**src/rtl/tlvd_pkg.sv**
```systemverilog
// ----------------------------------------------------------------------------
// tlvd_pkg
// Types and constants shared by the TLV message deframer and its channels.
// ----------------------------------------------------------------------------
`default_nettype none

package tlvd_pkg;

  // Record parser phase
  typedef enum logic [1:0] {
    PH_LEN   = 2'd0,  // expect record length byte
    PH_ACT   = 2'd1,  // expect record action byte
    PH_BODY  = 2'd2,  // content byte
    PH_FIRST = 2'd3   // first content byte of a new non-join record
  } phase_t;

  // Result kinds
  localparam logic KIND_CONTENT = 1'b0;
  localparam logic KIND_STATUS  = 1'b1;

  localparam logic [7:0]  JOIN_RESET  = 8'hFF;
  localparam logic [14:0] REC_CNT_MAX = 15'h7FFF;
  localparam logic [15:0] POS_MAX     = 16'hFFFF;
  localparam logic [15:0] HDR_BYTES   = 16'd3;

  // Result queue
  localparam int QAW    = 2;
  localparam int QDEPTH = 1 << QAW;

  typedef struct packed {
    logic        out_kind;
    logic [7:0]  record_action;
    logic [7:0]  content_byte;
    logic        record_start;
    logic [7:0]  packet_action;
    logic        frame_ok;
    logic [14:0] record_total;
    logic        last;
  } result_t;

endpackage

`default_nettype wire

```
**src/rtl/tlvd_in_if.sv**
```systemverilog
// ----------------------------------------------------------------------------
// tlvd_in_if
// Byte request channel into the deframer: valid/ready plus one frame byte and a frame-end flag.
// ----------------------------------------------------------------------------
`default_nettype none

interface tlvd_in_if;
  logic       valid;
  logic       ready;
  logic [7:0] data_byte;
  logic       frame_end;

  modport source (output valid, output data_byte, output frame_end, input ready);
  modport sink   (input valid, input data_byte, input frame_end, output ready);
endinterface

`default_nettype wire

```
**src/rtl/tlvd_out_if.sv**
```systemverilog
// ----------------------------------------------------------------------------
// tlvd_out_if
// Result request channel out of the deframer: content bytes and frame status.
// ----------------------------------------------------------------------------
`default_nettype none

interface tlvd_out_if;
  logic        valid;
  logic        ready;
  logic        out_kind;
  logic [7:0]  record_action;
  logic [7:0]  content_byte;
  logic        record_start;
  logic [7:0]  packet_action;
  logic        frame_ok;
  logic [14:0] record_total;
  logic        last;

  modport source (
    output valid, output out_kind, output record_action, output content_byte,
    output record_start, output packet_action, output frame_ok,
    output record_total, output last, input ready
  );
  modport sink (
    input valid, input out_kind, input record_action, input content_byte,
    input record_start, input packet_action, input frame_ok,
    input record_total, input last, output ready
  );
endinterface

`default_nettype wire

```
**src/rtl/tlv_message_deframer.sv**
```systemverilog
// ----------------------------------------------------------------------------
// tlv_message_deframer
// Splits a length-prefixed frame into tagged content bytes and a frame status.
// ----------------------------------------------------------------------------
// The block takes one frame byte per request on in_chan and can take a new
// byte every cycle while the result queue has room. A byte is held in an
// input register and parsed from there by a single pass of small counter and
// compare logic; its results (none, one, or a content byte followed by a
// frame status) are pushed into a four-entry result queue that drives
// out_chan. Throughput is one byte per cycle while the queue has room; it is
// bounded by the out_chan port, which moves at most one result per cycle, so a
// frame-ending byte that also carries content needs two output results. The
// parser stalls only when the queue holds more than two results.
// cfg_wr_en/cfg_wr_data load the join action code (reset 0xFF); write it only
// while the block is idle.
// ----------------------------------------------------------------------------
`default_nettype none

module tlv_message_deframer (
  input  wire logic       clk,
  input  wire logic       rst_n,
  input  wire logic       cfg_wr_en,
  input  wire logic [7:0] cfg_wr_data,
  tlvd_in_if.sink         in_chan,
  tlvd_out_if.source      out_chan
);

  localparam int QOW = tlvd_pkg::QAW + 1;

  // --------------------------------------------------------------------------
  // Configuration
  // --------------------------------------------------------------------------
  logic [7:0] join_code_r;

  always_ff @(posedge clk) begin
    if (!rst_n) begin
      join_code_r <= tlvd_pkg::JOIN_RESET;
    end else if (cfg_wr_en) begin
      join_code_r <= cfg_wr_data;
    end
  end

  // --------------------------------------------------------------------------
  // Input register
  // --------------------------------------------------------------------------
  logic       in_vld_r;
  logic [7:0] in_byte_r;
  logic       in_fend_r;
  logic       proc_fire;
  logic       in_take;

  logic [QOW-1:0] occ_r;

  // Parse the held byte only when the queue has room for two results
  assign proc_fire     = in_vld_r && (occ_r <= QOW'(tlvd_pkg::QDEPTH - 2));
  assign in_chan.ready = !in_vld_r || proc_fire;
  assign in_take       = in_chan.valid && in_chan.ready;

  always_ff @(posedge clk) begin
    if (!rst_n) begin
      in_vld_r <= 1'b0;
    end else if (in_chan.ready) begin
      in_vld_r <= in_chan.valid;
    end
  end

  always_ff @(posedge clk) begin
    if (in_take) begin
      in_byte_r <= in_chan.data_byte;
      in_fend_r <= in_chan.frame_end;
    end
  end

  // --------------------------------------------------------------------------
  // Frame and record state
  // --------------------------------------------------------------------------
  logic [15:0]      pos_r, pos_nxt;
  logic             ovf_r, ovf_nxt;
  logic [15:0]      hdr_len_r, hdr_len_nxt;
  logic [7:0]       hdr_act_r, hdr_act_nxt;
  logic [15:0]      pl_left_r, pl_left_nxt;
  tlvd_pkg::phase_t phase_r, phase_nxt;
  logic [7:0]       rec_left_r, rec_left_nxt;
  logic [7:0]       cur_act_r, cur_act_nxt;
  logic             have_rec_r, have_rec_nxt;
  logic             skip_r, skip_nxt;
  logic             halted_r, halted_nxt;
  logic [14:0]      rec_cnt_r, rec_cnt_nxt;

  logic             emit;
  logic             start;
  logic             frame_ok;
  logic [7:0]       rec_left_dec;

  assign rec_left_dec = rec_left_r - 8'd1;

  always_comb begin
    pos_nxt      = pos_r;
    ovf_nxt      = ovf_r;
    hdr_len_nxt  = hdr_len_r;
    hdr_act_nxt  = hdr_act_r;
    pl_left_nxt  = pl_left_r;
    phase_nxt    = phase_r;
    rec_left_nxt = rec_left_r;
    cur_act_nxt  = cur_act_r;
    have_rec_nxt = have_rec_r;
    skip_nxt     = skip_r;
    halted_nxt   = halted_r;
    rec_cnt_nxt  = rec_cnt_r;
    emit         = 1'b0;
    start        = 1'b0;

    // Header bytes: length high, length low, packet action
    if (pos_r == 16'd0) begin
      hdr_len_nxt = {in_byte_r, 8'd0};
    end else if (pos_r == 16'd1) begin
      hdr_len_nxt = {hdr_len_r[15:8], in_byte_r};
    end else if (pos_r == 16'd2) begin
      hdr_act_nxt = in_byte_r;
      pl_left_nxt = (hdr_len_r >= tlvd_pkg::HDR_BYTES) ?
                    hdr_len_r - tlvd_pkg::HDR_BYTES : 16'd0;
    end else if (!halted_r && (pl_left_r != 16'd0)) begin
      case (phase_r)
        tlvd_pkg::PH_LEN: begin
          // Drop into halt on a record too short or past the header length
          if ((in_byte_r <= 8'd2) || ({8'd0, in_byte_r} > pl_left_r)) begin
            halted_nxt = 1'b1;
          end else begin
            rec_left_nxt = in_byte_r - 8'd2;
            phase_nxt    = tlvd_pkg::PH_ACT;
            pl_left_nxt  = pl_left_r - 16'd1;
          end
        end
        tlvd_pkg::PH_ACT: begin
          pl_left_nxt = pl_left_r - 16'd1;
          if (in_byte_r == join_code_r) begin
            // A join with nothing before it is consumed silently
            skip_nxt  = !have_rec_r;
            phase_nxt = tlvd_pkg::PH_BODY;
          end else begin
            cur_act_nxt  = in_byte_r;
            have_rec_nxt = 1'b1;
            skip_nxt     = 1'b0;
            if (rec_cnt_r != tlvd_pkg::REC_CNT_MAX) begin
              rec_cnt_nxt = rec_cnt_r + 15'd1;
            end
            phase_nxt = tlvd_pkg::PH_FIRST;
          end
        end
        default: begin
          start        = (phase_r == tlvd_pkg::PH_FIRST);
          pl_left_nxt  = pl_left_r - 16'd1;
          rec_left_nxt = rec_left_dec;
          phase_nxt    = (rec_left_dec == 8'd0) ? tlvd_pkg::PH_LEN : tlvd_pkg::PH_BODY;
          emit         = !skip_r;
        end
      endcase
    end

    // Count received bytes, saturating
    if (pos_r == tlvd_pkg::POS_MAX) begin
      ovf_nxt = 1'b1;
    end else begin
      pos_nxt = pos_r + 16'd1;
    end
  end

  assign frame_ok = (pos_nxt >= tlvd_pkg::HDR_BYTES) && !ovf_nxt &&
                    (pos_nxt == hdr_len_nxt);

  always_ff @(posedge clk) begin
    if (!rst_n) begin
      pos_r      <= '0;
      ovf_r      <= 1'b0;
      hdr_len_r  <= '0;
      hdr_act_r  <= '0;
      pl_left_r  <= '0;
      phase_r    <= tlvd_pkg::PH_LEN;
      rec_left_r <= '0;
      cur_act_r  <= '0;
      have_rec_r <= 1'b0;
      skip_r     <= 1'b0;
      halted_r   <= 1'b0;
      rec_cnt_r  <= '0;
    end else if (proc_fire) begin
      if (in_fend_r) begin
        // Frame end: return the frame state to reset
        pos_r      <= '0;
        ovf_r      <= 1'b0;
        hdr_len_r  <= '0;
        hdr_act_r  <= '0;
        pl_left_r  <= '0;
        phase_r    <= tlvd_pkg::PH_LEN;
        rec_left_r <= '0;
        cur_act_r  <= '0;
        have_rec_r <= 1'b0;
        skip_r     <= 1'b0;
        halted_r   <= 1'b0;
        rec_cnt_r  <= '0;
      end else begin
        pos_r      <= pos_nxt;
        ovf_r      <= ovf_nxt;
        hdr_len_r  <= hdr_len_nxt;
        hdr_act_r  <= hdr_act_nxt;
        pl_left_r  <= pl_left_nxt;
        phase_r    <= phase_nxt;
        rec_left_r <= rec_left_nxt;
        cur_act_r  <= cur_act_nxt;
        have_rec_r <= have_rec_nxt;
        skip_r     <= skip_nxt;
        halted_r   <= halted_nxt;
        rec_cnt_r  <= rec_cnt_nxt;
      end
    end
  end

  // --------------------------------------------------------------------------
  // Result build: content result first, status result after it
  // --------------------------------------------------------------------------
  tlvd_pkg::result_t res_content;
  tlvd_pkg::result_t res_status;

  always_comb begin
    res_content.out_kind      = tlvd_pkg::KIND_CONTENT;
    res_content.record_action = cur_act_nxt;
    res_content.content_byte  = in_byte_r;
    res_content.record_start  = start;
    res_content.packet_action = hdr_act_nxt;
    res_content.frame_ok      = 1'b0;
    res_content.record_total  = '0;
    res_content.last          = !in_fend_r;

    res_status.out_kind      = tlvd_pkg::KIND_STATUS;
    res_status.record_action = '0;
    res_status.content_byte  = '0;
    res_status.record_start  = 1'b0;
    res_status.packet_action = hdr_act_nxt;
    res_status.frame_ok      = frame_ok;
    res_status.record_total  = rec_cnt_nxt;
    res_status.last          = 1'b1;
  end

  // --------------------------------------------------------------------------
  // Result queue
  // --------------------------------------------------------------------------
  tlvd_pkg::result_t          q_mem [tlvd_pkg::QDEPTH];
  logic [tlvd_pkg::QAW-1:0]   head_r;
  logic [tlvd_pkg::QAW-1:0]   tail_r;
  logic                       push_first;
  logic                       push_second;
  logic                       pop;
  logic [QOW-1:0]             push_cnt;
  tlvd_pkg::result_t          first_res;

  assign push_first  = proc_fire && (emit || in_fend_r);
  assign push_second = proc_fire && emit && in_fend_r;
  assign first_res   = emit ? res_content : res_status;
  assign push_cnt    = QOW'(push_first) + QOW'(push_second);
  assign pop         = out_chan.valid && out_chan.ready;

  always_ff @(posedge clk) begin
    if (push_first) begin
      q_mem[tail_r] <= first_res;
    end
    if (push_second) begin
      q_mem[tail_r + tlvd_pkg::QAW'(1)] <= res_status;
    end
  end

  always_ff @(posedge clk) begin
    if (!rst_n) begin
      head_r <= '0;
      tail_r <= '0;
      occ_r  <= '0;
    end else begin
      tail_r <= tail_r + push_cnt[tlvd_pkg::QAW-1:0];
      if (pop) begin
        head_r <= head_r + tlvd_pkg::QAW'(1);
      end
      occ_r <= occ_r + push_cnt - QOW'(pop);
    end
  end

  tlvd_pkg::result_t head_res;
  assign head_res = q_mem[head_r];

  assign out_chan.valid         = (occ_r != '0);
  assign out_chan.out_kind      = head_res.out_kind;
  assign out_chan.record_action = head_res.record_action;
  assign out_chan.content_byte  = head_res.content_byte;
  assign out_chan.record_start  = head_res.record_start;
  assign out_chan.packet_action = head_res.packet_action;
  assign out_chan.frame_ok      = head_res.frame_ok;
  assign out_chan.record_total  = head_res.record_total;
  assign out_chan.last          = head_res.last;

`ifndef SYNTHESIS
  a_occ_bound: assert property (@(posedge clk) disable iff (!rst_n)
    occ_r <= QOW'(tlvd_pkg::QDEPTH))
    else $error("result queue overfilled");

  a_fire_room: assert property (@(posedge clk) disable iff (!rst_n)
    proc_fire |-> (occ_r <= QOW'(tlvd_pkg::QDEPTH - 2)))
    else $error("byte parsed without room for two results");

  a_halt_phase: assert property (@(posedge clk) disable iff (!rst_n)
    halted_r |-> (phase_r == tlvd_pkg::PH_LEN))
    else $error("parser halted outside the length phase");

  a_frame_clear: assert property (@(posedge clk) disable iff (!rst_n)
    (proc_fire && in_fend_r) |=> (pos_r == 16'd0) && !have_rec_r)
    else $error("frame state not cleared after frame end");

  a_cnt_have: assert property (@(posedge clk) disable iff (!rst_n)
    !have_rec_r |-> (rec_cnt_r == 15'd0))
    else $error("record count without a record");
`endif

endmodule

`default_nettype wire
```
**src/flat_wrapper.sv**
```systemverilog
// flat-port wrapper written by rule: the top's interface ports become plain ports
module tlv_message_deframer_flat 
  (clk, rst_n, cfg_wr_en, cfg_wr_data, in_chan_valid, in_chan_data_byte, in_chan_frame_end, in_chan_ready, out_chan_valid, out_chan_out_kind, out_chan_record_action, out_chan_content_byte, out_chan_record_start, out_chan_packet_action, out_chan_frame_ok, out_chan_record_total, out_chan_last, out_chan_ready);
  tlvd_in_if in_chan_i ();
  tlvd_out_if out_chan_i ();
  input  wire logic clk;
  input  wire logic rst_n;
  input  wire logic cfg_wr_en;
  input  wire logic [7:0] cfg_wr_data;
  input wire logic [$bits(in_chan_i.valid)-1:0] in_chan_valid;
  input wire logic [$bits(in_chan_i.data_byte)-1:0] in_chan_data_byte;
  input wire logic [$bits(in_chan_i.frame_end)-1:0] in_chan_frame_end;
  output wire logic [$bits(in_chan_i.ready)-1:0] in_chan_ready;
  output wire logic [$bits(out_chan_i.valid)-1:0] out_chan_valid;
  output wire logic [$bits(out_chan_i.out_kind)-1:0] out_chan_out_kind;
  output wire logic [$bits(out_chan_i.record_action)-1:0] out_chan_record_action;
  output wire logic [$bits(out_chan_i.content_byte)-1:0] out_chan_content_byte;
  output wire logic [$bits(out_chan_i.record_start)-1:0] out_chan_record_start;
  output wire logic [$bits(out_chan_i.packet_action)-1:0] out_chan_packet_action;
  output wire logic [$bits(out_chan_i.frame_ok)-1:0] out_chan_frame_ok;
  output wire logic [$bits(out_chan_i.record_total)-1:0] out_chan_record_total;
  output wire logic [$bits(out_chan_i.last)-1:0] out_chan_last;
  input wire logic [$bits(out_chan_i.ready)-1:0] out_chan_ready;
  assign in_chan_i.valid = in_chan_valid;
  assign in_chan_i.data_byte = in_chan_data_byte;
  assign in_chan_i.frame_end = in_chan_frame_end;
  assign in_chan_ready = in_chan_i.ready;
  assign out_chan_valid = out_chan_i.valid;
  assign out_chan_out_kind = out_chan_i.out_kind;
  assign out_chan_record_action = out_chan_i.record_action;
  assign out_chan_content_byte = out_chan_i.content_byte;
  assign out_chan_record_start = out_chan_i.record_start;
  assign out_chan_packet_action = out_chan_i.packet_action;
  assign out_chan_frame_ok = out_chan_i.frame_ok;
  assign out_chan_record_total = out_chan_i.record_total;
  assign out_chan_last = out_chan_i.last;
  assign out_chan_i.ready = out_chan_ready;
  tlv_message_deframer u_core (.clk(clk), .rst_n(rst_n), .cfg_wr_en(cfg_wr_en), .cfg_wr_data(cfg_wr_data), .in_chan(in_chan_i), .out_chan(out_chan_i));
endmodule
```
**config.mk**
```make
export PLATFORM = sky130hd
export DESIGN_NAME = tlv_message_deframer_flat
export DESIGN_NICKNAME = d
export VERILOG_FILES = /design/src/rtl/tlvd_pkg.sv /design/src/rtl/tlvd_in_if.sv /design/src/rtl/tlvd_out_if.sv /design/src/rtl/tlv_message_deframer.sv /design/src/flat_wrapper.sv
export SDC_FILE = /design/constraint.sdc
export NUM_CORES = 1
export LEC_CHECK = 0
export ABC_CLOCK_PERIOD_IN_PS = 12000
export BUFFER_PORTS_ARGS = -buffer_cell sky130_fd_sc_hd__buf_2
export CAP_MARGIN = 10
export CORE_UTILIZATION = 57
export CTS_BUF_LIST = sky130_fd_sc_hd__clkbuf_8
export DETAILED_ROUTE_END_ITERATION = 8
export PLACE_DENSITY = 0.84
export SYNTH_ARGS = -nofsm -noshare
export SYNTH_HDL_FRONTEND = slang
export SYNTH_SLANG_ARGS = --single-unit
export TNS_END_PERCENT = 30
```
**constraint.sdc**
```tcl
create_clock -name clk -period 12 [get_ports clk]
set_input_delay 2.4 -clock clk [delete_from_list [all_inputs] [get_ports clk]]
set_output_delay 2.4 -clock clk [all_outputs]
set_load 0.01 [all_outputs]
```
==> results.txt <==
----------------------------------------------------
[Clocking]
  Total number of clock tree sinks ... 292
  Clock latency of the later-clocked register in the worst-skew pair ... 0.57 ns
  # hold bufs at CTS ... 0
  Cells resized by post-CTS repair ... 0
  CTS max path bufs ... 3
  Number of buffers inserted by post-CTS setup repair ... 0
  CTS H-tree depth ... 2
  Clk root buf ... clkbuf_8
  Total clock buffers created by CTS ... 46
  TritonCTS clock tree ... done
  Clock slew at the register clock pins of the worst setup and hold paths ... 0.06 ns

[Setup path]
  Crit start category ... flop
  Cell with the biggest individual delay on the critical path ... mux4_2
  Element type at the critical path end ... output pin
  CP Data Arrival Time ... 2.34 ns
  Biggest fanout along the worst timing path ... 43
  Delay of the slowest cell on the worst path ... 0.64 ns
  Classification of the worst setup path ... flop to output pin
  Data required time of the critical path ... 9.60 ns
  Series of cell instances along the critical path ... buf_4 > mux4_2 > buf_2

[Placed design]
  Worst slack after detailed placement ... 7.461 ns
  Number of buffers added on ports ... 66
  Post-DP HPWL ... 23640 um
  Routability congestion estimate ... 0.8838

[Global routing]
  Total GRT Usage ... 27.92%
  Number of global-route vias before repair ... 11.59k
  Met3 track demand over resource in global routing ... 5.184%
  Number of antenna violations at the first check in global routing ... 0
  Congestion Overflow GR ... 0
  Global-route wire length before repair ... 58370 um
  Maximum number of pins on one net before global-route repair ... 57
  Met2 demand-to-capacity share in global routing ... 46.76%
  Most used routing layer in global routing ... met2
  GRT met1 Usage ... 35.73%

[Yosys]
  Cell area after technology mapping ... 14590 um2
  Fraction of the yosys area taken by sequential cells ... 47.28%
  Dominant register cell in the synthesized netlist ... dfxtp_1
  EDFF count, synth ... 105
  Synthesized area divided by synthesized cell count ... 9.823 um2
  Cell variety after synth ... 80
  YS warnings ... 0
  Post-Synthesis Net Count ... 1531
  Synthesized netlist cell count ... 1485
  Flops & latches, synth ... 292
  Share of async-settable or async-resettable flops after synthesis ... 0%

[Min path]
  Hold crit path type ... flop to flop

[Timing]
  Layout Skew ... 0.03188 ns
  Min Clock Period, post-route ... 4.737 ns
  Final worst setup slack ... 7.263 ns
  RSZ-0062 raised after global routing ... no
  Worst-Margin Slew ... 1.233 ns
  Setup TNS after final layout ... 0 ns
  Slew Limit Fails ... 0
  Share of the clock period used by the worst path after layout ... 39.47%
  Endpoints failing hold ... 0
  Final number of setup-violating endpoints ... 0
  Max-slew headroom at the worst pin ... 17.16%
  Fmax ... 0.2111 GHz

[Power]
  Pleak ... 5.985 nW
  Power density normalized to cell area ... 152.3 nW/um2
  Worst VDD drop ... 0.09756 mV

[Flow run]
  Total of max-cap violations ... 0

[Floorplanning]
  Die Span Y ... 162.0 um
  Die extent in x ... 162.0 um
  Number of rows in the core area ... 58
  Placeable Area ... 25110 um2
  I/O pins ... 67
  Initial Utilization ... 58.09%
  Die Outline Area ... 26230 um2

[Finish]
  Fraction of layout cells with a size suffix above 1 ... 14.57%
  Total area of multi-input combinational cells ... 7147 um2
  Commonest cells after routing, fill and taps aside ... nor2_1, dfxtp_1, edfxtp_1
  Filler cell count ... 1922
  Area growth from synthesis to final layout ... 9.410%
  Sequential standard cell area ... 6899 um2
  Leading cell type in the layout, fill and taps excluded ... nor2_1
  Number of antenna diodes ... 0
  Final net count ... 1560

[Drt]
  Routed vias ... 11.95k
  WL per Instance ... 19.69 um
  Routed Antenna Nets ... 0
  Via density ... 6.353
  Number of violations reported at the end of detailed-routing iteration 0 ... 1220
  Total length of routed wires ... 37030 um
  Remaining design rule violation count ... 0
  First-pass iteration count of the detailed router ... 6

[Outcome]
  Outcome ... complete, no violations

----------------------------------------------------
==> final timing paths <==
kind                               to  slack (ns)  cells past startpoint                 from
min               u_core.q_mem[0][42]        0.45                      2  u_core.q_mem[0][42]
max reg2reg       u_core.q_mem[2][21]        7.37                      9      u_core.pos_r[0]
min reg2reg       u_core.q_mem[0][42]        0.45                      2  u_core.q_mem[0][42]
max          out_chan_record_total[4]        7.26                      3                 flop
==> registers in the layout (all words and copies together) (netlist names), 2 cells and up, named ones only <==
| name | count |
|---|---|
| u_core.head_r | 2 |
| u_core.in_byte_r | 8 |
| u_core.pos_r | 16 |
| u_core.hdr_act_r | 8 |
| u_core.pl_left_r | 16 |
| u_core.hdr_len_r | 16 |
| u_core.rec_cnt_r | 15 |
| u_core.rec_left_r | 8 |
| u_core.tail_r | 2 |
| u_core.occ_r | 3 |
| u_core.q_mem | 172 |
| u_core.join_code_r | 8 |
| u_core.phase_r | 2 |
| u_core.cur_act_r | 8 |
==> through the flow <==
step / utilization [%] / instance area, um2 / hold WS (ns) / total power, mW / std cells
finish: 63.56 / 15960 / 0.4545 / 2.430 / 1881
detailed placement: 59.90 / 15040 / 0.4388 / 1.616 / 1796
floorplan: - / 14590 / 0.4183 / 1.479 / 1485
global placement: 59.90 / 15040 / 0.4286 / 1.603 / 1796
global route: 63.56 / 15960 / 0.4702 / 2.525 / 1881
CTS: 63.56 / 15960 / 0.4541 / 2.431 / 1881
==> routing by layer <==
metal / up-vias / share of wire, %
met5: - / 0
met4: 0 / 2.2
met3: 86 / 9.5
met2: 684 / 48
met1: 5722 / 40
li1: 5458 / -
==> critical path, delay by kind of cell (launching register included) <==
family,cells,cell delay (ns)
buf+inv,2,0.74
flops,1,0.31
mux,1,0.64
==> logic make-up after synthesis <==
family,synth area share [%]
muxes,10.04
DFF,47.28
xor gates and xnor gates,4.383
buffers and inverters,3.834
and+or+nand+nor,18.09
AOI/OAI and AO/OA,14.20
adders and majority gates,2.179
==> cell usage after synthesis (29+ instances only) <==
library cell | number | area share (%)
a22o_1 | 32 | 1.9
inv_1 | 32 | 0.82
nor3_1 | 31 | 1.1
a22oi_1 | 66 | 3.4
mux4_2 | 43 | 6.6
clkbuf_1 | 63 | 1.6
nand3_1 | 29 | 1.0
dfxtp_1 | 187 | 26
xnor2_1 | 45 | 2.7
nor2_1 | 270 | 6.9
mux2i_1 | 45 | 3.1
nand2_1 | 90 | 2.3
a21oi_1 | 81 | 2.8
edfxtp_1 | 105 | 22
o21ai_0 | 49 | 1.7
==> power by group <==
group          internal (mW)  switching [mW]  total, mW
combinational          0.208           0.296      0.505
clock                  0.437           0.390      0.827
sequential              1.06          0.0408       1.10
total                   1.70           0.727       2.43
==> area by class of cell <==
class,instances,area share [%]
multi-input combinational,1057,44.78
clock buffer,58,5.002
inverter,35,0.8232
clock inverter,27,0.7526
timing repair buffer,82,2.822
sequential,292,43.23
tap,330,2.587
(Power assumes the default switching activity.)
